<file path="config.mk">
export PLATFORM = sky130hd
export DESIGN_NAME = idea_block_cipher_unit
export DESIGN_NICKNAME = d
export VERILOG_FILES = /design/src/rtl/core/idea_pkg.sv /design/src/rtl/core/idea_block_cipher_unit.sv /design/src/rtl/core/idea_ram.sv
export SDC_FILE = /design/constraint.sdc
export NUM_CORES = 2
export LEC_CHECK = 0
export BUFFER_PORTS_ARGS = -buffer_cell sky130_fd_sc_hd__buf_2
export CORE_MARGIN = 4
export CORE_UTILIZATION = 30
export DETAILED_ROUTE_END_ITERATION = 12
export HOLD_SLACK_MARGIN = 0.12
export SLEW_MARGIN = 20
export SYNTH_ARGS = -nofsm -noshare
export SYNTH_HDL_FRONTEND = slang
export SYNTH_HIERARCHICAL = 1
export SYNTH_SLANG_ARGS = --single-unit
</file>
<file path="constraint.sdc">
create_clock -name clk -period 15.8 [get_ports clk]
set_clock_uncertainty 0.05 [all_clocks]
set_input_delay 0.79 -clock clk [delete_from_list [all_inputs] [get_ports clk]]
set_output_delay 0.79 -clock clk [all_outputs]
set_load 0.03 [all_outputs]
</file>
<file path="src/rtl/core/idea_pkg.sv">
// Package for the IDEA cipher unit: sizes, register indexes, state codes.
// It also holds the forward key schedule, a rotate helper and a times-six index helper.
// It depends on nothing else.
package idea_pkg;

  localparam int ROUND_COUNT  = 8;
  localparam int SUBKEY_COUNT = 52;
  localparam int KEY_ROT      = 25;
  localparam int SK_DEPTH     = 64;
  localparam int SK_AW        = $clog2(SK_DEPTH);

  localparam logic [3:0] ROUNDS = 4'(ROUND_COUNT);

  localparam logic [1:0] REG_KEY_UPPER = 2'd0;
  localparam logic [1:0] REG_KEY_LOWER = 2'd1;

  typedef enum logic [13:0] {
    S_IDLE = 14'b00000000000001,
    S_LOAD = 14'b00000000000010,
    S_M1   = 14'b00000000000100,
    S_M2   = 14'b00000000001000,
    S_M3   = 14'b00000000010000,
    S_M4   = 14'b00000000100000,
    S_UPD  = 14'b00000001000000,
    S_F1   = 14'b00000010000000,
    S_F2   = 14'b00000100000000,
    S_F3   = 14'b00001000000000,
    S_BSEL = 14'b00010000000000,
    S_BSQ  = 14'b00100000000000,
    S_BMU  = 14'b01000000000000,
    S_BCAP = 14'b10000000000000
  } state_t;

  function automatic logic [127:0] rotl(logic [127:0] v, int n);
    return (v << n) | (v >> (128 - n));
  endfunction

  // Subkey k: word k%8 of the key rotated left by 25*(k/8).
  function automatic logic [15:0] fwd_subkey(logic [127:0] key, logic [SK_AW-1:0] k);
    logic [127:0] rk;
    logic [2:0]   c;
    c = k[2:0];
    case (k[5:3])
      3'd1:    rk = rotl(key, (1 * KEY_ROT) % 128);
      3'd2:    rk = rotl(key, (2 * KEY_ROT) % 128);
      3'd3:    rk = rotl(key, (3 * KEY_ROT) % 128);
      3'd4:    rk = rotl(key, (4 * KEY_ROT) % 128);
      3'd5:    rk = rotl(key, (5 * KEY_ROT) % 128);
      3'd6:    rk = rotl(key, (6 * KEY_ROT) % 128);
      default: rk = key;
    endcase
    return rk[{~c, 4'b0000} +: 16];
  endfunction

  function automatic logic [SK_AW-1:0] mul6(logic [3:0] x);
    return SK_AW'({2'b00, x} << 2) + SK_AW'({2'b00, x} << 1);
  endfunction

endpackage

</file>
<file path="src/rtl/core/idea_block_cipher_unit.sv">
// IDEA cipher unit: key registers, subkey sequencer, shared modular multiplier.
// Depends on idea_pkg and idea_ram.
//
//  channel | handshake             | payload
//  --------+-----------------------+-------------------------------------
//  in      | in_valid / in_stall   | mode, in_word0..in_word3
//  out     | out_valid / out_stall | out_word0..out_word3
//  cfg     | cfg_valid / cfg_ready | cfg_index, cfg_data
//
// Each of the 8 rounds fetches six subkeys (through the one RAM read port when
// decrypting, from the forward schedule when encrypting), then makes four passes
// through the one 16x16 modulo-65537 multiplier; the output transform follows.
// After reset or a key write the schedule build runs (18 inverses by repeated
// square-and-multiply, 34 plain writes); blocks are held off then.
// Reset is synchronous; a waiting result holds while out_stall is high.
module idea_block_cipher_unit (
  input  logic        clk,
  input  logic        rst,
  input  logic        in_valid,
  output logic        in_stall,
  input  logic        mode,
  input  logic [15:0] in_word0,
  input  logic [15:0] in_word1,
  input  logic [15:0] in_word2,
  input  logic [15:0] in_word3,
  output logic        out_valid,
  input  logic        out_stall,
  output logic [15:0] out_word0,
  output logic [15:0] out_word1,
  output logic [15:0] out_word2,
  output logic [15:0] out_word3,
  input  logic        cfg_valid,
  output logic        cfg_ready,
  input  logic [1:0]  cfg_index,
  input  logic [63:0] cfg_data
);
  import idea_pkg::*;

  state_t state;
  logic [63:0] key_upper, key_lower;
  logic [127:0] key;
  logic mode_q;
  logic [15:0] x0, x1, x2, x3, a, d, p;
  logic [15:0] z [6];
  logic [3:0] rnd;
  logic [2:0] lcnt;
  logic [15:0] fwd_q;
  // multiplier
  logic [15:0] op_a, op_b, opa_q, opb_q, mres;
  logic [31:0] prod;
  logic mul_en;
  // schedule build
  logic [3:0] bi;
  logic [2:0] bpos;
  logic [3:0] icnt;
  logic [15:0] inv_r, inv_base;
  logic [SK_AW-1:0] kidx, widx, raddr, sbase;
  logic [15:0] fk, rdata, wdata;
  logic we, edge_rnd, b_last;
  logic [15:0] bsum, csum, q, s;
  logic in_acc, cfg_acc;

  assign key       = {key_upper, key_lower};
  assign in_acc    = in_valid && !in_stall;
  assign cfg_acc   = cfg_valid && cfg_ready;
  assign cfg_ready = (state == S_IDLE);
  assign in_stall  = (state != S_IDLE) || cfg_valid;

  // modular product of the last issued pair, zero standing for 65536
  always_comb begin
    if (opa_q == 16'd0) begin
      mres = 16'd1 - opb_q;
    end else if (opb_q == 16'd0) begin
      mres = 16'd1 - opa_q;
    end else if (prod[15:0] < prod[31:16]) begin
      mres = prod[15:0] - prod[31:16] + 16'd1;
    end else begin
      mres = prod[15:0] - prod[31:16];
    end
  end

  assign bsum = x1 + z[1];
  assign csum = x2 + z[2];
  assign q    = mres;
  assign s    = p + mres;

  always_comb begin
    mul_en = 1'b1;
    op_a   = 16'd0;
    op_b   = 16'd0;
    case (state)
      S_M1, S_F1: begin
        op_a = x0;
        op_b = z[0];
      end
      S_M2, S_F2: begin
        op_a = x3;
        op_b = z[3];
      end
      S_M3: begin
        op_a = a ^ csum;
        op_b = z[4];
      end
      S_M4: begin
        op_a = (bsum ^ d) + mres;
        op_b = z[5];
      end
      S_BSQ: begin
        op_a = inv_r;
        op_b = inv_r;
      end
      S_BMU: begin
        op_a = mres;
        op_b = inv_base;
      end
      default: mul_en = 1'b0;
    endcase
  end

  always_ff @(posedge clk) begin
    if (mul_en) begin
      prod  <= op_a * op_b;
      opa_q <= op_a;
      opb_q <= op_b;
    end
  end

  // decryption subkey source for entry (bi, bpos)
  assign edge_rnd = (bi == 4'd0) || (bi == ROUNDS);
  always_comb begin
    case (bpos)
      3'd0:    kidx = mul6(ROUNDS - bi);
      3'd1:    kidx = mul6(ROUNDS - bi) + (edge_rnd ? SK_AW'(1) : SK_AW'(2));
      3'd2:    kidx = mul6(ROUNDS - bi) + (edge_rnd ? SK_AW'(2) : SK_AW'(1));
      3'd3:    kidx = mul6(ROUNDS - bi) + SK_AW'(3);
      default: kidx = mul6(ROUNDS - bi - 4'd1) + SK_AW'(bpos);
    endcase
  end
  assign fk     = fwd_subkey(key, kidx);
  assign widx   = mul6(bi) + SK_AW'(bpos);
  assign b_last = (bi == ROUNDS) && (bpos == 3'd3);

  always_comb begin
    we    = 1'b0;
    wdata = fk;
    if (state == S_BSEL && bpos != 3'd0 && bpos != 3'd3) begin
      we    = 1'b1;
      wdata = (bpos == 3'd1 || bpos == 3'd2) ? 16'd0 - fk : fk;
    end else if (state == S_BCAP && icnt == 4'd14) begin
      we    = 1'b1;
      wdata = mres;
    end
  end

  assign sbase = mul6(rnd);
  assign raddr = sbase + SK_AW'(lcnt);

  idea_ram #(.WIDTH(16), .DEPTH(SK_DEPTH)) u_inv_ram (
    .clk  (clk),
    .we   (we),
    .waddr(widx),
    .wdata(wdata),
    .raddr(raddr),
    .rdata(rdata)
  );

  always_ff @(posedge clk) begin
    fwd_q <= fwd_subkey(key, raddr);
    if (rst) begin
      state     <= S_BSEL;
      key_upper <= 64'd0;
      key_lower <= 64'd0;
      bi        <= 4'd0;
      bpos      <= 3'd0;
      out_valid <= 1'b0;
    end else begin
      if (out_valid && !out_stall && state != S_F3) begin
        out_valid <= 1'b0;
      end
      case (state)
        S_IDLE: begin
          if (cfg_acc) begin
            if (cfg_index == REG_KEY_UPPER || cfg_index == REG_KEY_LOWER) begin
              if (cfg_index == REG_KEY_UPPER) begin
                key_upper <= cfg_data;
              end else begin
                key_lower <= cfg_data;
              end
              bi    <= 4'd0;
              bpos  <= 3'd0;
              state <= S_BSEL;
            end
          end else if (in_acc) begin
            mode_q <= mode;
            x0     <= in_word0;
            x1     <= in_word1;
            x2     <= in_word2;
            x3     <= in_word3;
            rnd    <= 4'd0;
            lcnt   <= 3'd0;
            state  <= S_LOAD;
          end
        end
        S_LOAD: begin
          if (lcnt != 3'd0) begin
            z[3'(lcnt - 3'd1)] <= mode_q ? rdata : fwd_q;
          end
          if (lcnt == 3'd6) begin
            lcnt  <= 3'd0;
            state <= (rnd == ROUNDS) ? S_F1 : S_M1;
          end else begin
            lcnt <= lcnt + 3'd1;
          end
        end
        S_M1: state <= S_M2;
        S_M2: begin
          a     <= mres;
          state <= S_M3;
        end
        S_M3: begin
          d     <= mres;
          state <= S_M4;
        end
        S_M4: begin
          p     <= mres;
          state <= S_UPD;
        end
        S_UPD: begin
          x0    <= a ^ q;
          x1    <= csum ^ q;
          x2    <= bsum ^ s;
          x3    <= d ^ s;
          rnd   <= rnd + 4'd1;
          state <= S_LOAD;
        end
        S_F1: state <= S_F2;
        S_F2: begin
          // hold word 0 aside so a waiting result keeps its payload
          a     <= mres;
          state <= S_F3;
        end
        S_F3: begin
          // wait for the output slot to drain
          if (!out_valid || !out_stall) begin
            out_word0 <= a;
            out_word1 <= x2 + z[1];
            out_word2 <= x1 + z[2];
            out_word3 <= mres;
            out_valid <= 1'b1;
            state     <= S_IDLE;
          end
        end
        S_BSEL: begin
          if (bpos == 3'd0 || bpos == 3'd3) begin
            inv_r    <= fk;
            inv_base <= fk;
            icnt     <= 4'd0;
            state    <= S_BSQ;
          end else if (bpos == 3'd5) begin
            bpos <= 3'd0;
            bi   <= bi + 4'd1;
          end else begin
            bpos <= bpos + 3'd1;
          end
        end
        S_BSQ: state <= S_BMU;
        S_BMU: state <= S_BCAP;
        S_BCAP: begin
          if (icnt == 4'd14) begin
            if (b_last) begin
              state <= S_IDLE;
            end else begin
              bpos  <= bpos + 3'd1;
              state <= S_BSEL;
            end
          end else begin
            inv_r <= mres;
            icnt  <= icnt + 4'd1;
            state <= S_BSQ;
          end
        end
        default: state <= S_IDLE;
      endcase
    end
  end

`ifndef SYNTHESIS
  a_accept_loads: assert property (@(posedge clk) disable iff (rst)
    in_valid && !in_stall |=> state == S_LOAD)
    else $error("accepted block did not start subkey fetch");
  a_key_rebuild: assert property (@(posedge clk) disable iff (rst)
    cfg_valid && cfg_ready && (cfg_index == REG_KEY_UPPER || cfg_index == REG_KEY_LOWER)
    |=> state == S_BSEL)
    else $error("key write did not restart schedule build");
  a_round_bound: assert property (@(posedge clk) disable iff (rst)
    state == S_UPD |-> rnd < ROUNDS)
    else $error("round counter past last round");
  a_result_posted: assert property (@(posedge clk) disable iff (rst)
    state == S_F3 && !out_valid |=> out_valid)
    else $error("finished block not posted");
`endif

endmodule

</file>
<file path="src/rtl/core/idea_ram.sv">
// Generic single-write, single-read RAM with registered read data.
// Stands alone; holds the decryption subkeys of the cipher unit.
module idea_ram #(
  parameter int WIDTH = 16,
  parameter int DEPTH = 64
) (
  input  logic                     clk,
  input  logic                     we,
  input  logic [$clog2(DEPTH)-1:0] waddr,
  input  logic [WIDTH-1:0]         wdata,
  input  logic [$clog2(DEPTH)-1:0] raddr,
  output logic [WIDTH-1:0]         rdata
);

  logic [WIDTH-1:0] mem [DEPTH];

  always_ff @(posedge clk) begin
    if (we) begin
      mem[waddr] <= wdata;
    end
    rdata <= mem[raddr];
  end

endmodule
</file>
==> results by group <==
GRT
  • GRT Total Usage: 0.231
  • Met3 Track Usage GR: 0.0549
  • Initial antenna violation count: 28
  • Number of global-route vias before repair: 70,546
  • GR Util met1: 0.314
  • Busiest grt layer: met2
  • GRT overflow: 0
  • Met2 usage: 0.342
  • Pin count of the biggest net entering global routing: 164
  • First-pass GRT wire length: ~530,000 um

STA
  • Tmin final: 14.51 ns
  • Unrepaired setup endpoints after global routing: false
  • Setup TNS: 0 ns
  • Fin crit share: 0.918
  • Max Freq: 68.9 MHz
  • Worst-margin pin slew: between 1 and 1.5 ns
  • Final setup viols: 0
  • Final hold violations: 0
  • Rel. slew slack: 0.160
  • Max-slew violation count: 0

Critical path
  • Cell count of the worst reg-to-reg path: 52
  • R2r setup slk: 1.29 ns
  • Most frequent CP cell: fa_1
  • CP endpoint: prod[31]
  • Worst Path Buf+Inv: 5
  • Crit path required time: approximately 16 ns
  • Stages on the worst setup path: 52
  • Largest fanout on the critical path: 11
  • CP endpoint kind: flop
  • RR Endpoint: prod[31]
  • CP max-delay cell: a2111oi_0
  • Crit Path Category: flop to flop
  • CP delay by family, top: compound AO/OA/AOI/OAI gates
  • Arr. time, crit path: 15.07 ns
  • CP Launch Type: flop
  • Beginning of the critical path: prod[0]
  • CP max stage delay: roughly 0.71 ns
  • RR Startpoint: prod[0]

Die
  • Initial cell density of the core: 0.302
  • Die Span Y: 560 um
  • Core Region: 303,000 um^2
  • Die X: 560 um
  • Row Count: 202
  • Die area: 314,000 um^2
  • Num ports: between 200 and 250

CTS
  • CTS buffer count: 177
  • Setup Buffers After CTS: 0
  • Root buf cell: clkbuf_16
  • Cts hold-fix bufs: 13
  • Clk pin slew, worst setup/hold paths: 0.08 ns
  • Cts repair resizes: 0
  • CTS sink count: approximately 1,600
  • Htree depth: 4
  • CTS tree: built
  • Worst skew pair latency: 0.87 ns
  • Clk buf depth: 4

Finish
  • Ratio of cells with drive above 1 in the final layout: 0.147
  • Final instance area: roughly 100,000 um^2
  • Fin util: 0.341
  • Area Growth Syn to Fin: 13.0%
  • Fin nets: 8,875

Yosys
  • Post-Syn Area: 91,500 um^2
  • Sequential area share after synthesis: 0.501
  • Yosys reg bits: 1,586
  • Syn Inst Count: a little over 8,000
  • Ys flop type: edfxtp_1
  • Synth unique cells: 111
  • Syn_nets: 8,814
  • Synth Warn #: 6
  • Post-synth EDFFs: 1,404
  • Mapped Avg Cell Area: 11.1 um^2
  • Async S/R FF share, synth: 0

Flow run
  • Max Cap Viol: 0

Route
  • Post-DRT Antenna Nets: 0
  • Vias: 73,810
  • DR iter-0 viols: 11,445
  • Wire per inst: about 30 um
  • WL final: 379,000 um
  • Number of iterations in the first detailed-routing pass: 9
  • DRC viols: 0
  • Via/cell ratio: 5.95

Pwr
  • Sequential power share: 0.312
  • Power Dens Cells: 263 nW/um^2
  • Combinational share of power: 0.538
  • Clock network power share: 0.150
  • Peak VDD IR: 615 uV
  • Switching pwr: 13.5 mW
  • Leakage power: 35.5 nW
  • Int Power: about 14 mW
  • Sw Ratio: 0.497

Min path
  • HP Class: input pin to flop
  • Hold_sp: cfg_data[12]
  • Worst hold stages: 3

Placement
  • GP Congestion: 1.04
  • HPWL after detailed placement: between 200,000 and 300,000 um
  • DP Area: 97,600 um^2
  • Port Buffer Count: 202

Outcome
  • Outcome: complete, no violations
[metal layers]
metal | share of wire | vias up
met2 | 0.43 | 5001
met4 | 0.063 | 14
met3 | 0.11 | 1171
met5 | 0.00037 | -
met1 | 0.40 | 36948
li1 | - | 30676
[placed cells by master (no fill, tap or decap), types with 179 or more instances in the layout]
cell	netlist	routed
edfxtp_1	1404	1404
buf_4	44	353
dfxtp_1	182	182
o21ai_0	458	449
mux4_2	229	229
a21oi_1	621	609
nand2_1	1093	1089
clkbuf_16	0	179
nor2_1	543	530
mux2i_1	201	201
fa_1	207	206
buf_2	114	201
inv_1	416	413
ha_1	257	255
[sequential cells by signal, indices dropped and copies added, names as in the netlist, 32 cells and up]
| register | count |
|---|---|
| u_inv_ram/mem | 1024 |
| key_lower | 64 |
| prod | 32 |
| z | 96 |
| key_upper | 64 |
[cells by family (layout without fill, tap and decap cells)]
group / count (synthesis) / in the layout / share of synthesized area
AND/OR/NAND/NOR: 2135 / 2135 / 0.101
other: 0 / 18 / 0
multiplexers: 469 / 469 / 0.0835
AO/OA/AOI/OAI: 2181 / 2181 / 0.157
buffers and inverters: 1114 / 1311 / 0.0518
flip-flops: 1586 / 1586 / 0.501
XOR/XNOR: 265 / 265 / 0.0256
adder cells (fa/ha/maj): 464 / 464 / 0.0804
[synth_stat cells, types with 30 or more instances]
cell      count  share of area
a211oi_1     87         0.0071
a21o_1       46         0.0038
a21oi_1     621          0.034
a221oi_1    117          0.011
a222oi_1     44         0.0048
a22oi_1     112         0.0092
a311oi_1     31         0.0030
a31oi_1      54         0.0037
and3_1       31         0.0021
buf_1        32         0.0013
buf_2       114         0.0062
buf_4        44         0.0036
clkbuf_1    476          0.020
dfxtp_1     182          0.040
edfxtp_1   1404           0.46
fa_1        207          0.045
ha_1        257          0.035
inv_1       416          0.017
mux2_2       37         0.0046
mux2i_1     201          0.022
mux4_2      229          0.056
nand2_1    1093          0.045
nand3_1     111         0.0061
nor2_1      543          0.022
nor2b_1      51         0.0035
nor3_1       82         0.0045
o211ai_1     96         0.0079
o21ai_0     458          0.025
o221ai_1     62         0.0059
o22ai_1     100         0.0068
o311ai_0     30         0.0029
xnor2_1     159          0.015
xor2_1      104          0.010
[final cells by class]
| cell class | count | area (um^2) |
|---|---|---|
| Antenna cell | 18 | 45.0 |
| Clock buffer | 216 | 4650 |
| Clock inverter | 99 | 936 |
| Fill cell | 30016 | 200000 |
| Inverter | 422 | 1590 |
| Multi-Input combinational cell | 5514 | 41500 |
| Sequential cell | 1586 | 45800 |
| Tap cell | 3978 | 4980 |
| Timing Repair Buffer | 574 | 3900 |
[through the flow]
| step | setup WS (ns) | instances | power [mW] | hold WS [ns] |
|---|---|---|---|---|
| after floorplan | 3.30 | 8214 | 16.2 | 0.416 |
| after global placement | 1.29 | 12060 | 22.4 | 0.389 |
| after detailed placement | 1.35 | 12060 | 22.6 | 0.404 |
| after CTS | 1.32 | 12388 | 26.7 | 0.122 |
| after global routing | 0.0995 | 12395 | 27.8 | 0.159 |
| final | 1.29 | 12407 | 27.1 | 0.162 |
[tightest hold or removal path, stage by stage]
cell and delay [ns]:
buf_2 0.11, nand2_1 0.05, a21oi_1 0.05
[how the worst min path moves through the flow]
stage | slack (ns) | to
after CTS | 0.12 | key_lower[46]
final | 0.16 | key_upper[12]
after global placement | 0.39 | key_lower[36]
after detailed placement | 0.40 | key_lower[6]
after global routing | 0.16 | key_lower[46]
after floorplan | 0.42 | state[4]
[power groups by stage]
| stage | registers [mW] | logic (mW) | clock network, mW |
|---|---|---|---|
| after floorplan | 8.78 | 7.46 | 0 |
| after global placement | 8.52 | 13.8 | 0 |
| after detailed placement | 8.54 | 14.0 | 0 |
| after CTS | 8.45 | 14.1 | 4.16 |
| after global routing | 8.47 | 15.1 | 4.32 |
| final | 8.46 | 14.6 | 4.08 |
Power figures use the tool's default switching activity.
